--- config.mk ---
export PLATFORM = sky130hd
export DESIGN_NAME = utf8_case_converter_flat
export DESIGN_NICKNAME = d
export VERILOG_FILES = /design/src/rtl/ucc_pkg.sv /design/src/rtl/ucc_if.sv /design/src/rtl/ucc_front.sv /design/src/rtl/ucc_queue.sv /design/src/rtl/ucc_back.sv /design/src/rtl/utf8_case_converter.sv /design/src/flat_wrapper.sv
export VERILOG_INCLUDE_DIRS = /design/src /design/src/rtl
export SDC_FILE = /design/constraint.sdc
export NUM_CORES = 1
export LEC_CHECK = 0
export ABC_AREA = 1
export BUFFER_PORTS_ARGS = -buffer_cell sky130_fd_sc_hd__buf_2
export CORE_ASPECT_RATIO = 1.1
export CORE_MARGIN = 2
export CORE_UTILIZATION = 40
export CTS_BUF_LIST = sky130_fd_sc_hd__clkbuf_8
export DETAILED_ROUTE_END_ITERATION = 10
export SYNTH_ARGS = -nofsm -noshare
export SYNTH_HDL_FRONTEND = slang
export SYNTH_HIERARCHICAL = 1
export SYNTH_SLANG_ARGS = --single-unit
--- constraint.sdc ---
create_clock -name clk -period 15.7 [get_ports clk]
set_input_delay 3.14 -clock clk [delete_from_list [all_inputs] [get_ports clk]]
set_output_delay 3.14 -clock clk [all_outputs]
set_load 0.05 [all_outputs]
--- src/rtl/assert_macros.svh ---
// ---------------------------------------------------------------------------
// Assertion macros
// Shared concurrent assertion forms. All are clocked on clk and are off
// while arst_n is low. They compile away in synthesis builds.
// ---------------------------------------------------------------------------
`ifndef ASSERT_MACROS_SVH
`define ASSERT_MACROS_SVH
`ifndef SYNTHESIS
// Property that must hold at every edge
`define UCC_CHECK(label, expr, msg) \
	label: assert property (@(posedge clk) disable iff (!arst_n) (expr)) \
		else $error(msg);
// Same-cycle implication
`define UCC_IMPLY(label, ante, cons, msg) \
	label: assert property (@(posedge clk) disable iff (!arst_n) (ante) |-> (cons)) \
		else $error(msg);
// Next-cycle implication
`define UCC_NEXT(label, ante, cons, msg) \
	label: assert property (@(posedge clk) disable iff (!arst_n) (ante) |=> (cons)) \
		else $error(msg);
`else
`define UCC_CHECK(label, expr, msg)
`define UCC_IMPLY(label, ante, cons, msg)
`define UCC_NEXT(label, ante, cons, msg)
`endif
`endif

--- src/rtl/ucc_pkg.sv ---
// ---------------------------------------------------------------------------
// UTF-8 case converter package
// Types, codepoint constants and the case mapping and encoding functions.
// ---------------------------------------------------------------------------
`default_nettype none

package ucc_pkg;

	// Case modes
	localparam logic [1:0] MODE_LOWER = 2'd0;
	localparam logic [1:0] MODE_UPPER = 2'd1;
	localparam logic [1:0] MODE_TITLE = 2'd2;

	// Codepoints with special handling
	localparam logic [20:0] CP_SHARP_S     = 21'h0000DF;
	localparam logic [20:0] CP_CAP_SIGMA   = 21'h0003A3;
	localparam logic [20:0] CP_FINAL_SIGMA = 21'h0003C2;
	localparam logic [20:0] CP_SMALL_SIGMA = 21'h0003C3;
	localparam logic [20:0] CP_TIMES       = 21'h0000D7;
	localparam logic [20:0] CP_DIVIDE      = 21'h0000F7;
	localparam logic [20:0] CP_Y_DIAER_CAP = 21'h000178;
	localparam logic [20:0] CP_LONG_S      = 21'h00017F;
	localparam logic [20:0] CP_GREEK_GAP   = 21'h0003A2;
	localparam logic [20:0] CP_Y_DIAER     = 21'h0000FF;
	localparam logic [15:0] BYTES_SS       = 16'h5353;

	// One decoded input: held bytes to flush, then an optional codepoint
	typedef struct packed {
		logic [3:0][7:0] flush;
		logic [2:0]      fcnt;
		logic            has_cp;
		logic [20:0]     cp;
		logic            eos;
	} entry_t;

	// Encoded form: first byte in bits 7:0
	typedef struct packed {
		logic [31:0] bytes;
		logic [2:0]  n;
	} enc_t;

	function automatic logic [2:0] seq_len(input logic [7:0] lead);
		logic [2:0] r;
		r = 3'd1;
		if (lead[7:5] == 3'b110) r = 3'd2;
		else if (lead[7:4] == 4'b1110) r = 3'd3;
		else if (lead[7:3] == 5'b11110) r = 3'd4;
		return r;
	endfunction

	function automatic logic is_word(input logic [20:0] c);
		logic r;
		r = 1'b1;
		if (c < 21'h80) begin
			r = (c inside {[21'h61:21'h7A], [21'h41:21'h5A], [21'h30:21'h39]});
		end
		return r;
	endfunction

	function automatic logic [20:0] map_lower(input logic [20:0] c);
		logic [20:0] r;
		r = c;
		if (c < 21'h80) begin
			if (c inside {[21'h41:21'h5A]}) r = c + 21'h20;
		end else if (c inside {[21'hC0:21'hDE]} && c != CP_TIMES) begin
			r = c + 21'h20;
		end else if (c inside {[21'h100:21'h137], [21'h14A:21'h177]}) begin
			r = c | 21'h1;
		end else if (c inside {[21'h139:21'h148], [21'h179:21'h17E]}) begin
			r = ((c - 21'h1) | 21'h1) + 21'h1;
		end else if (c == CP_Y_DIAER_CAP) begin
			r = CP_Y_DIAER;
		end else if (c inside {[21'h391:21'h3A9]} && c != CP_GREEK_GAP) begin
			r = c + 21'h20;
		end else if (c inside {[21'h410:21'h42F]}) begin
			r = c + 21'h20;
		end else if (c inside {[21'h400:21'h40F]}) begin
			r = c + 21'h50;
		end
		return r;
	endfunction

	function automatic logic [20:0] map_upper(input logic [20:0] c);
		logic [20:0] r;
		r = c;
		if (c < 21'h80) begin
			if (c inside {[21'h61:21'h7A]}) r = c - 21'h20;
		end else if (c inside {[21'hE0:21'hFE]} && c != CP_DIVIDE) begin
			r = c - 21'h20;
		end else if (c == CP_Y_DIAER) begin
			r = CP_Y_DIAER_CAP;
		end else if (c inside {[21'h100:21'h137], [21'h14A:21'h177]}) begin
			r = c & ~21'h1;
		end else if (c inside {[21'h139:21'h148], [21'h179:21'h17E]}) begin
			r = ((c - 21'h1) & ~21'h1) + 21'h1;
		end else if (c == CP_LONG_S) begin
			r = 21'h53;
		end else if (c inside {[21'h3B1:21'h3C9]} && c != CP_FINAL_SIGMA) begin
			r = c - 21'h20;
		end else if (c == CP_FINAL_SIGMA) begin
			r = CP_CAP_SIGMA;
		end else if (c inside {[21'h430:21'h44F]}) begin
			r = c - 21'h20;
		end else if (c inside {[21'h450:21'h45F]}) begin
			r = c - 21'h50;
		end
		return r;
	endfunction

	function automatic enc_t encode(input logic [20:0] cp);
		enc_t e;
		e = '0;
		if (cp < 21'h80) begin
			e.bytes[7:0] = cp[7:0];
			e.n = 3'd1;
		end else if (cp < 21'h800) begin
			e.bytes[7:0]   = {3'b110, cp[10:6]};
			e.bytes[15:8]  = {2'b10, cp[5:0]};
			e.n = 3'd2;
		end else if (cp < 21'h10000) begin
			e.bytes[7:0]   = {4'b1110, cp[15:12]};
			e.bytes[15:8]  = {2'b10, cp[11:6]};
			e.bytes[23:16] = {2'b10, cp[5:0]};
			e.n = 3'd3;
		end else begin
			e.bytes[7:0]   = {5'b11110, cp[20:18]};
			e.bytes[15:8]  = {2'b10, cp[17:12]};
			e.bytes[23:16] = {2'b10, cp[11:6]};
			e.bytes[31:24] = {2'b10, cp[5:0]};
			e.n = 3'd4;
		end
		return e;
	endfunction

endpackage

`default_nettype wire

--- src/rtl/ucc_if.sv ---
// ---------------------------------------------------------------------------
// UTF-8 case converter channels
// Valid/ready byte channels for the input string and the mapped output.
// ---------------------------------------------------------------------------
`default_nettype none

interface ucc_in_if;
	logic       valid;
	logic       ready;
	logic [7:0] in_byte;
	logic       end_of_string;
	modport source (output valid, in_byte, end_of_string, input ready);
	modport sink (input valid, in_byte, end_of_string, output ready);
endinterface

interface ucc_out_if;
	logic       valid;
	logic       ready;
	logic [7:0] out_byte;
	logic       run_last;
	logic       string_done;
	modport source (output valid, out_byte, run_last, string_done, input ready);
	modport sink (input valid, out_byte, run_last, string_done, output ready);
endinterface

`default_nettype wire

--- src/rtl/ucc_front.sv ---
// ---------------------------------------------------------------------------
// UTF-8 decoder front end
// Takes one byte per cycle while the queue has room, tracks unfinished
// sequences and queues entries of held bytes plus an optional codepoint.
// ---------------------------------------------------------------------------
`default_nettype none
`include "assert_macros.svh"

module ucc_front (
	input  logic            clk,
	input  logic            arst_n,
	ucc_in_if.sink          raw,
	input  logic            q_full,
	output logic            q_push,
	output ucc_pkg::entry_t q_entry
);

	logic [7:0] held_q [3];
	logic [1:0] held_cnt_q;
	logic [7:0] held_n [3];
	logic [1:0] cnt_n;
	logic       cont;
	logic [2:0] need;
	logic       accept;
	ucc_pkg::entry_t e;

	assign raw.ready = !q_full;
	assign accept    = raw.valid && raw.ready;

	// Decode the incoming byte against the held sequence
	always_comb begin
		cont   = (raw.in_byte[7:6] == 2'b10);
		need   = ucc_pkg::seq_len(held_q[0]);
		held_n = held_q;
		cnt_n  = held_cnt_q;
		e      = '0;
		e.eos  = raw.end_of_string;
		e.flush[0] = held_q[0];
		e.flush[1] = held_q[1];
		e.flush[2] = held_q[2];
		if (held_cnt_q != 2'd0 && cont) begin
			if ({1'b0, held_cnt_q} + 3'd1 == need) begin
				e.has_cp = 1'b1;
				cnt_n    = 2'd0;
				if (need == 3'd2) begin
					e.cp = {10'd0, held_q[0][4:0], raw.in_byte[5:0]};
				end else if (need == 3'd3) begin
					e.cp = {5'd0, held_q[0][3:0], held_q[1][5:0], raw.in_byte[5:0]};
				end else begin
					e.cp = {held_q[0][2:0], held_q[1][5:0], held_q[2][5:0],
						raw.in_byte[5:0]};
				end
			end else if (held_cnt_q != 2'd3) begin
				held_n[held_cnt_q] = raw.in_byte;
				cnt_n = held_cnt_q + 2'd1;
			end
			// End of string flushes whatever stays held
			if (raw.end_of_string && !e.has_cp) begin
				e.flush[0] = held_n[0];
				e.flush[1] = held_n[1];
				e.flush[2] = held_n[2];
				e.fcnt     = {1'b0, cnt_n};
				cnt_n      = 2'd0;
			end
		end else begin
			e.fcnt = {1'b0, held_cnt_q};
			if (ucc_pkg::seq_len(raw.in_byte) == 3'd1) begin
				e.has_cp = 1'b1;
				e.cp     = {13'd0, raw.in_byte};
				cnt_n    = 2'd0;
			end else if (raw.end_of_string) begin
				e.flush[held_cnt_q] = raw.in_byte;
				e.fcnt = {1'b0, held_cnt_q} + 3'd1;
				cnt_n  = 2'd0;
			end else begin
				held_n[0] = raw.in_byte;
				cnt_n     = 2'd1;
			end
		end
	end

	assign q_entry = e;
	assign q_push  = accept && (e.fcnt != 3'd0 || e.has_cp || e.eos);

	// Hold the sequence count
	always_ff @(posedge clk or negedge arst_n) begin
		if (!arst_n) begin
			held_cnt_q <= 2'd0;
		end else if (accept) begin
			held_cnt_q <= cnt_n;
		end
	end

	// Hold the sequence bytes
	always_ff @(posedge clk) begin
		if (accept) begin
			held_q <= held_n;
		end
	end

	`UCC_IMPLY(a_held_is_lead, held_cnt_q != 2'd0, ucc_pkg::seq_len(held_q[0]) != 3'd1,
		"held sequence does not start with a lead byte")
	`UCC_IMPLY(a_three_held_four_long, held_cnt_q == 2'd3,
		ucc_pkg::seq_len(held_q[0]) == 3'd4, "three bytes held for a short sequence")

endmodule

`default_nettype wire

--- src/rtl/ucc_queue.sv ---
// ---------------------------------------------------------------------------
// Decoder queue
// Small register FIFO of decoded entries between front and back end.
// ---------------------------------------------------------------------------
`default_nettype none
`include "assert_macros.svh"

module ucc_queue #(
	parameter int DEPTH = 2
) (
	input  logic            clk,
	input  logic            arst_n,
	input  logic            push,
	input  ucc_pkg::entry_t wr_entry,
	input  logic            pop,
	output ucc_pkg::entry_t head,
	output logic            empty,
	output logic            full
);

	localparam int PTR_W = (DEPTH > 1) ? $clog2(DEPTH) : 1;
	localparam int CNT_W = $clog2(DEPTH + 1);

	ucc_pkg::entry_t  mem_q [DEPTH];
	logic [PTR_W-1:0] wr_ptr_q;
	logic [PTR_W-1:0] rd_ptr_q;
	logic [CNT_W-1:0] count_q;

	assign empty = (count_q == CNT_W'(0));
	assign full  = (count_q == CNT_W'(DEPTH));
	assign head  = mem_q[rd_ptr_q];

	// Advance pointers and count
	always_ff @(posedge clk or negedge arst_n) begin
		if (!arst_n) begin
			wr_ptr_q <= '0;
			rd_ptr_q <= '0;
			count_q  <= '0;
		end else begin
			if (push) begin
				wr_ptr_q <= (wr_ptr_q == PTR_W'(DEPTH - 1)) ? '0 : wr_ptr_q + 1'b1;
			end
			if (pop) begin
				rd_ptr_q <= (rd_ptr_q == PTR_W'(DEPTH - 1)) ? '0 : rd_ptr_q + 1'b1;
			end
			if (push && !pop) begin
				count_q <= count_q + 1'b1;
			end else if (pop && !push) begin
				count_q <= count_q - 1'b1;
			end
		end
	end

	// Store entries
	always_ff @(posedge clk) begin
		if (push) begin
			mem_q[wr_ptr_q] <= wr_entry;
		end
	end

	`UCC_IMPLY(a_no_push_full, push, !full, "push into full queue")
	`UCC_IMPLY(a_no_pop_empty, pop, !empty, "pop from empty queue")
	`UCC_NEXT(a_count_up, push && !pop, count_q == $past(count_q) + 1'b1,
		"queue count did not advance")

endmodule

`default_nettype wire

--- src/rtl/ucc_back.sv ---
// ---------------------------------------------------------------------------
// Case mapping back end
// Walks each queued entry one codepoint a step, resolves sigma and title
// words, maps and encodes to bytes and shifts one out per cycle while ready.
// ---------------------------------------------------------------------------
`default_nettype none
`include "assert_macros.svh"

module ucc_back (
	input  logic            clk,
	input  logic            arst_n,
	input  logic [1:0]      case_mode,
	input  ucc_pkg::entry_t head,
	input  logic            empty,
	output logic            pop,
	ucc_out_if.source       mapped
);

	logic [2:0]  idx_q;
	logic        sigma_q;
	logic        word_q;
	logic [63:0] buf_q;
	logic [3:0]  rem_q;
	logic        last_q;
	logic        eos_q;

	logic [2:0]  nsteps;
	logic        step_last;
	logic        step_has;
	logic [20:0] step_cp;
	logic        buf_free;
	logic        step_go;
	logic        out_take;
	logic [63:0] lst;
	logic [3:0]  n;
	logic        sw;
	logic        ws;
	logic [31:0] m_bytes;
	logic [2:0]  m_n;
	ucc_pkg::enc_t enc_r;
	ucc_pkg::enc_t enc_m;
	ucc_pkg::enc_t enc_f;

	// Select the current step of the head entry
	always_comb begin
		nsteps = head.fcnt + {2'd0, head.has_cp};
		if (nsteps == 3'd0) nsteps = 3'd1;
		step_last = (idx_q == nsteps - 3'd1);
		step_has  = (idx_q < head.fcnt) || head.has_cp;
		step_cp   = (idx_q < head.fcnt) ? {13'd0, head.flush[idx_q[1:0]]} : head.cp;
	end

	// Build the byte list of this step
	always_comb begin
		lst     = '0;
		n       = 4'd0;
		sw      = sigma_q;
		ws      = word_q;
		m_bytes = '0;
		m_n     = 3'd0;
		enc_r   = ucc_pkg::encode(ucc_pkg::is_word(step_cp) ? ucc_pkg::CP_SMALL_SIGMA
			: ucc_pkg::CP_FINAL_SIGMA);
		enc_m   = ucc_pkg::encode(step_cp);
		enc_f   = ucc_pkg::encode(ucc_pkg::CP_FINAL_SIGMA);
		if (step_has) begin
			// Resolve a waiting sigma
			if (sw) begin
				lst[15:0] = enc_r.bytes[15:0];
				n  = 4'd2;
				sw = 1'b0;
			end
			case (case_mode)
				ucc_pkg::MODE_UPPER: begin
					if (step_cp == ucc_pkg::CP_SHARP_S) begin
						m_bytes = {16'd0, ucc_pkg::BYTES_SS};
						m_n     = 3'd2;
					end else begin
						enc_m = ucc_pkg::encode(ucc_pkg::map_upper(step_cp));
					end
				end
				ucc_pkg::MODE_LOWER: begin
					if (step_cp == ucc_pkg::CP_CAP_SIGMA) begin
						sw = 1'b1;
					end else begin
						enc_m = ucc_pkg::encode(ucc_pkg::map_lower(step_cp));
					end
				end
				default: begin
					if (ucc_pkg::is_word(step_cp)) begin
						enc_m = ucc_pkg::encode(word_q ? ucc_pkg::map_upper(step_cp)
							: ucc_pkg::map_lower(step_cp));
						ws = 1'b0;
					end else begin
						ws = 1'b1;
					end
				end
			endcase
			if (!(case_mode == ucc_pkg::MODE_UPPER && step_cp == ucc_pkg::CP_SHARP_S) &&
				!(case_mode == ucc_pkg::MODE_LOWER && step_cp == ucc_pkg::CP_CAP_SIGMA)) begin
				m_bytes = enc_m.bytes;
				m_n     = enc_m.n;
			end
			lst = lst | ({32'd0, m_bytes} << {n, 3'b000});
			n   = n + {1'b0, m_n};
		end
		// Close the string
		if (step_last && head.eos) begin
			if (sw) begin
				lst = lst | ({48'd0, enc_f.bytes[15:0]} << {n, 3'b000});
				n   = n + 4'd2;
				sw  = 1'b0;
			end
			ws = 1'b1;
		end
	end

	assign out_take = mapped.valid && mapped.ready;
	assign buf_free = (rem_q == 4'd0) || (out_take && rem_q == 4'd1);
	assign step_go  = !empty && buf_free;
	assign pop      = step_go && step_last;

	assign mapped.valid       = (rem_q != 4'd0);
	assign mapped.out_byte    = buf_q[7:0];
	assign mapped.run_last    = last_q && (rem_q == 4'd1);
	assign mapped.string_done = eos_q && (rem_q == 4'd1);

	// Advance steps, case state and output count
	always_ff @(posedge clk or negedge arst_n) begin
		if (!arst_n) begin
			idx_q   <= 3'd0;
			sigma_q <= 1'b0;
			word_q  <= 1'b1;
			rem_q   <= 4'd0;
			last_q  <= 1'b0;
			eos_q   <= 1'b0;
		end else if (step_go) begin
			idx_q   <= step_last ? 3'd0 : idx_q + 3'd1;
			sigma_q <= sw;
			word_q  <= ws;
			rem_q   <= n;
			last_q  <= step_last;
			eos_q   <= step_last && head.eos;
		end else if (out_take) begin
			rem_q <= rem_q - 4'd1;
		end
	end

	// Load or shift the output bytes
	always_ff @(posedge clk) begin
		if (step_go) begin
			buf_q <= lst;
		end else if (out_take) begin
			buf_q <= {8'd0, buf_q[63:8]};
		end
	end

	`UCC_CHECK(a_rem_range, rem_q <= 4'd8, "output count out of range")
	`UCC_IMPLY(a_sigma_lower, $rose(sigma_q), $past(case_mode) == ucc_pkg::MODE_LOWER,
		"sigma wait outside lower mode")
	`UCC_IMPLY(a_mid_entry, idx_q != 3'd0, !empty, "step index set with queue empty")

endmodule

`default_nettype wire

--- src/rtl/utf8_case_converter.sv ---
// ---------------------------------------------------------------------------
// UTF-8 case converter
// Streaming UTF-8 decoder, case mapper and re-encoder with an APB mode reg.
// ---------------------------------------------------------------------------
// The raw channel takes one byte per cycle whenever the decode queue
// (QUEUE_DEPTH entries) has room. The back end walks an entry in codepoint
// steps (one per flushed held byte plus one for the decoded codepoint) and
// shifts one output byte per cycle while the output is ready, loading the
// next step as the last byte of the previous one leaves, so plain text runs
// at one byte in and one byte out per cycle. A byte that grows to N output
// bytes holds the back end until all N have left; the input stalls once the
// queue fills. The case mode register (0 lower, 1 upper, 2 or 3 title) sits
// at address 0 and is meant to be written only while the block is idle.
// ---------------------------------------------------------------------------
`default_nettype none

module utf8_case_converter #(
	parameter int QUEUE_DEPTH = 2
) (
	input  logic        clk,
	input  logic        arst_n,
	input  logic        psel,
	input  logic        penable,
	input  logic        pwrite,
	input  logic [1:0]  paddr,
	input  logic [31:0] pwdata,
	output logic [31:0] prdata,
	output logic        pready,
	ucc_in_if.sink      raw,
	ucc_out_if.source   mapped
);

	localparam logic [1:0] ADDR_CASE_MODE = 2'd0;

	logic [1:0]      case_mode_q;
	logic            q_push;
	logic            q_pop;
	logic            q_empty;
	logic            q_full;
	ucc_pkg::entry_t q_wr;
	ucc_pkg::entry_t q_head;

	// Register port
	assign pready = 1'b1;
	assign prdata = (paddr == ADDR_CASE_MODE) ? {30'd0, case_mode_q} : 32'd0;

	always_ff @(posedge clk or negedge arst_n) begin
		if (!arst_n) begin
			case_mode_q <= ucc_pkg::MODE_LOWER;
		end else if (psel && penable && pwrite && paddr == ADDR_CASE_MODE) begin
			case_mode_q <= pwdata[1:0];
		end
	end

	ucc_front u_front (
		.clk     (clk),
		.arst_n  (arst_n),
		.raw     (raw),
		.q_full  (q_full),
		.q_push  (q_push),
		.q_entry (q_wr)
	);

	ucc_queue #(
		.DEPTH (QUEUE_DEPTH)
	) u_queue (
		.clk      (clk),
		.arst_n   (arst_n),
		.push     (q_push),
		.wr_entry (q_wr),
		.pop      (q_pop),
		.head     (q_head),
		.empty    (q_empty),
		.full     (q_full)
	);

	ucc_back u_back (
		.clk       (clk),
		.arst_n    (arst_n),
		.case_mode (case_mode_q),
		.head      (q_head),
		.empty     (q_empty),
		.pop       (q_pop),
		.mapped    (mapped)
	);

endmodule

`default_nettype wire
--- src/flat_wrapper.sv ---
// flat-port wrapper written by rule: the top's interface ports become plain ports
module utf8_case_converter_flat 
#(
	parameter int QUEUE_DEPTH = 2
)
  (clk, arst_n, psel, penable, pwrite, paddr, pwdata, prdata, pready, raw_valid, raw_in_byte, raw_end_of_string, raw_ready, mapped_valid, mapped_out_byte, mapped_run_last, mapped_string_done, mapped_ready);
  ucc_in_if raw_i ();
  ucc_out_if mapped_i ();
  input  logic clk;
  input  logic arst_n;
  input  logic psel;
  input  logic penable;
  input  logic pwrite;
  input  logic [1:0] paddr;
  input  logic [31:0] pwdata;
  output logic [31:0] prdata;
  output logic pready;
  input wire logic [$bits(raw_i.valid)-1:0] raw_valid;
  input wire logic [$bits(raw_i.in_byte)-1:0] raw_in_byte;
  input wire logic [$bits(raw_i.end_of_string)-1:0] raw_end_of_string;
  output wire logic [$bits(raw_i.ready)-1:0] raw_ready;
  output wire logic [$bits(mapped_i.valid)-1:0] mapped_valid;
  output wire logic [$bits(mapped_i.out_byte)-1:0] mapped_out_byte;
  output wire logic [$bits(mapped_i.run_last)-1:0] mapped_run_last;
  output wire logic [$bits(mapped_i.string_done)-1:0] mapped_string_done;
  input wire logic [$bits(mapped_i.ready)-1:0] mapped_ready;
  assign raw_i.valid = raw_valid;
  assign raw_i.in_byte = raw_in_byte;
  assign raw_i.end_of_string = raw_end_of_string;
  assign raw_ready = raw_i.ready;
  assign mapped_valid = mapped_i.valid;
  assign mapped_out_byte = mapped_i.out_byte;
  assign mapped_run_last = mapped_i.run_last;
  assign mapped_string_done = mapped_i.string_done;
  assign mapped_i.ready = mapped_ready;
  utf8_case_converter #(.QUEUE_DEPTH(QUEUE_DEPTH)) u_core (.clk(clk), .arst_n(arst_n), .psel(psel), .penable(penable), .pwrite(pwrite), .paddr(paddr), .pwdata(pwdata), .prdata(prdata), .pready(pready), .raw(raw_i), .mapped(mapped_i));
endmodule
==> impl_metrics.yaml <==
setup_path:
  r2r-start: "u_core/u_queue/rd_ptr_q"
  rr_worst_depth: 35
  arrival_ps: 9710
  path_class: "reg2reg"
  reg2reg_to: "u_core/u_back/buf_q[8]"
  required_ps: 16100
  startpoint_type: "flip-flop"
  end_kind: "flip-flop"
  crit_top_cell: "inv_1"
  slowest_delay_ps: 800
  reg2reg_slack_ps: 6390
  path_max_fanout: 59
  cp_slowest_cell: "nor4_1"
global_route:
  antenna_found_initial: 0
  grt_remaining_overflow: 0
  grt_pass1_wl_um: 87800
  grtUsageTotal: 0.259
  grt_pass1_vias: 14900
  grt_max_degree: 60
sta:
  drv_slew: 0
  finalHoldViolations: 0
  worst_pin_slew_ps: 1060
  rsz0062_at_grt: "no"
  hold_ws_ps: 514
  setup_tns_ps: 0
  max_freq_mhz: 107
  slew_headroom: 0.293
  skew_ps: 40.4
  setup_viol: 0
  timing.final.crit_share: 0.593
  period_minus_slack_ps: 9310
synth:
  synth.distinct_cells: 73
  netlist_instances: 2265
  synth_compound_area_frac: 0.141
  synthFlopType: "edfxtp_1"
  synth_edf_count: 192
  ys_ff_latch: 211
  syn_area_per_cell_um2: 7.48
  netlist_area_mm2: 0.0169
  synth_seq_area_share: 0.368
  async_flop_share: 0.0900
  yosys.area_share.simple: 0.299
  synth_xor_area_frac: 0.0118
  synth.area.mux_share: 0.0414
  synth_top_family_by_area: "simple AND/OR/NAND/NOR gates"
  synth_fa_ha_area_frac: 0.0288
  synth_warnings: 6
layout:
  area_growth_syn_to_layout_pct: 5.87
  regArea_mm2: 0.00624
  drive_above_1_share: 0.135
  n_antenna_cell: 0
  fillers: 4298
  fin_nets: 2349
  final_core_util: 0.427
  multiInputGateArea_mm2: 0.00897
clocking:
  ctsResizeCount: 0
  postCtsSetupBuffers: 0
  clock-sinks: 211
  cts_buffers: 38
  postCtsHoldBufs: 0
  clock_path_buffers: 3
  clk_pin_slew_ps: 60
  root_buffer: "clkbuf_8"
  htreeDepth: 2
  cts_tree: "done"
  worstSkewPairLatency_ps: 570
die:
  die_h_um: 220
  row_count: 79
  core_mm2: 0.0420
  ios: 95
  initial_core_util: 0.403
  dieArea_mm2: 0.0440
  die_width_um: 200
run:
  max-cap-violations: 0
detailed_routing:
  avgViaCountPerCell: 5.52
  first_pass_iters: 5
  vias: 15700
  drcViolationCount: 0
  ant_nets: 0
  initialDrtViolationCount: 1429
  wirelength_um: 58100
  wl_per_cell_um: 20.4
worst_hold_path:
  hp-start: "u_core/case_mode_q[1]"
  hold_depth: 2
  hold-path-endpoint: "u_core/case_mode_q[1]"
  hold_path.class: "reg2reg"
place:
  dp_hpwl_um: 42400
  io_buffer_count: 33
  gp_congestion: 0.948
outcome:
  status: "finished, final reports clean"
kinds of logic after synthesis:
group,Yosys count
xor+xnor,22
simple gates,1139
buf+inv,396
flops,211
fa+ha+maj,39
compound gates,397
mux,59
other cells,2
final cells by class:
class / instances / area share
Multi-Input combinational cell: 1687 / 0.500
Clock inverter: 27 / 0.00851
Inverter: 269 / 0.0567
Timing Repair Buffer: 53 / 0.0176
Sequential cell: 211 / 0.348
Clock buffer: 38 / 0.0292
Tap cell: 567 / 0.0396
metrics by stage:
step | worst slack (ps) | instances | cell area, µm²
after floorplan | 8590 | 2294 | 17000
after global placement | 6640 | 2787 | 17300
after detailed placement | 6550 | 2787 | 17300
after CTS | 6560 | 2852 | 17900
after global routing | 5840 | 2852 | 17900
final | 6390 | 2852 | 17900
cell usage in the layout, fill, tap and decap left out, types with 4 or more instances in the layout:
cell	n
nor2_2	20
o21ai_0	168
mux2_2	48
nand4_1	36
mux2_4	10
nand2_4	7
o21a_1	4
buf_4	20
inv_1	256
nand2_1	594
xnor2_1	4
clkbuf_8	38
nor2_4	10
conb_1	31
a31oi_1	6
o2111ai_2	9
ha_1	39
inv_2	18
a211oi_1	5
or2_2	16
buf_2	33
edfxtp_1	192
xor2_1	17
o21ai_1	18
a22oi_1	6
nand2_2	34
dfrtp_1	17
o21ai_2	13
nor3_1	23
clkinv_1	14
o2111ai_1	8
a21oi_1	107
nor2_1	185
o211ai_1	20
o22ai_1	9
nand3_1	194
worst max-delay path by stage:
stage / startpoint / to / slack (ps) / depth (start not counted)
6_report: u_core/u_queue/rd_ptr_q / u_core/u_back/buf_q[8] / 6390 / 35
5_1_grt: u_core/u_queue/rd_ptr_q / u_core/u_back/buf_q[8] / 5840 / 40
4_1_cts: u_core/u_queue/rd_ptr_q / u_core/u_back/buf_q[8] / 6560 / 35
3_5_place_dp: u_core/u_queue/rd_ptr_q / u_core/u_back/buf_q[8] / 6550 / 35
3_3_place_gp: u_core/u_queue/rd_ptr_q / u_core/u_back/buf_q[8] / 6640 / 40
2_1_floorplan: raw_in_byte[7] / u_core/u_queue/mem_q[0][0] / 8590 / 12
flip-flops by register name (all words and copies together) (netlist names):
| register | flops |
|---|---|
| u_core/u_queue/mem_q | 116 |
| u_core/u_back/last_q | 1 |
| u_core/u_front/held_cnt_q | 2 |
| u_core/u_back/idx_q | 3 |
| u_core/u_front/held_q | 24 |
| u_core/u_back/buf_q | 52 |
| u_core/u_back/eos_q | 1 |
| u_core/u_back/sigma_q | 1 |
| u_core/u_back/rem_q | 4 |
| u_core/u_queue/wr_ptr_q | 1 |
| u_core/u_back/word_q | 1 |
| u_core/u_queue/count_q | 2 |
| u_core/u_queue/rd_ptr_q | 1 |
| u_core/case_mode_q | 2 |
layer usage:
layer | routed length, µm | vias up | GRT usage | part of all wire
li1 | - | 7513 | - | -
met1 | 24700 | 7457 | 0.333 | 0.43
met2 | 27400 | 627 | 0.437 | 0.47
met3 | 3600 | 135 | 0.0359 | 0.062
met4 | 2420 | 0 | 0.113 | 0.042
met5 | 0 | - | 0 | 0
synthesized netlist by cell type, types with 4 or more instances:
cell type,count,area [µm²]
edfxtp_1,192,5770
o2111ai_1,8,70.1
nand3_1,194,971
mux2_2,48,541
nor2_1,186,698
o2111ai_2,9,135
ha_1,39,488
nor2_4,9,101
o22ai_1,9,56.3
o21ai_1,18,90.1
dfrtp_1,18,450
o21ai_2,13,114
xor2_1,17,149
clkinv_1,6,22.5
a21oi_1,107,536
o21a_1,4,30.0
nor2_2,20,125
buf_2,26,130
inv_2,17,63.8
a22oi_1,6,45.0
xnor2_1,4,35.0
or2_2,16,100
nand2_4,7,78.8
clkbuf_1,35,131
o21ai_0,168,841
mux2_4,10,150
a31oi_1,6,37.5
buf_6,10,113
o211ai_1,20,150
inv_1,243,912
nor3_1,24,120
buf_4,48,360
a211oi_1,5,37.5
nand2_2,33,206
nand2_1,595,2230
nand4_1,36,225
worst max-delay path, delay by kind of cell, from the launching register on:
family,cells,cell delay [ps]
AOI/OAI and AO/OA,4,480
adders and majority gates,3,710
DFF,1,340
buffers and inverters,10,2850
and+or+nand+nor,17,4390
muxes,1,370
Power is left out: the tool's default activity adds up to more than one toggle a clock period on the data nets, which glitch-free logic cannot reach.
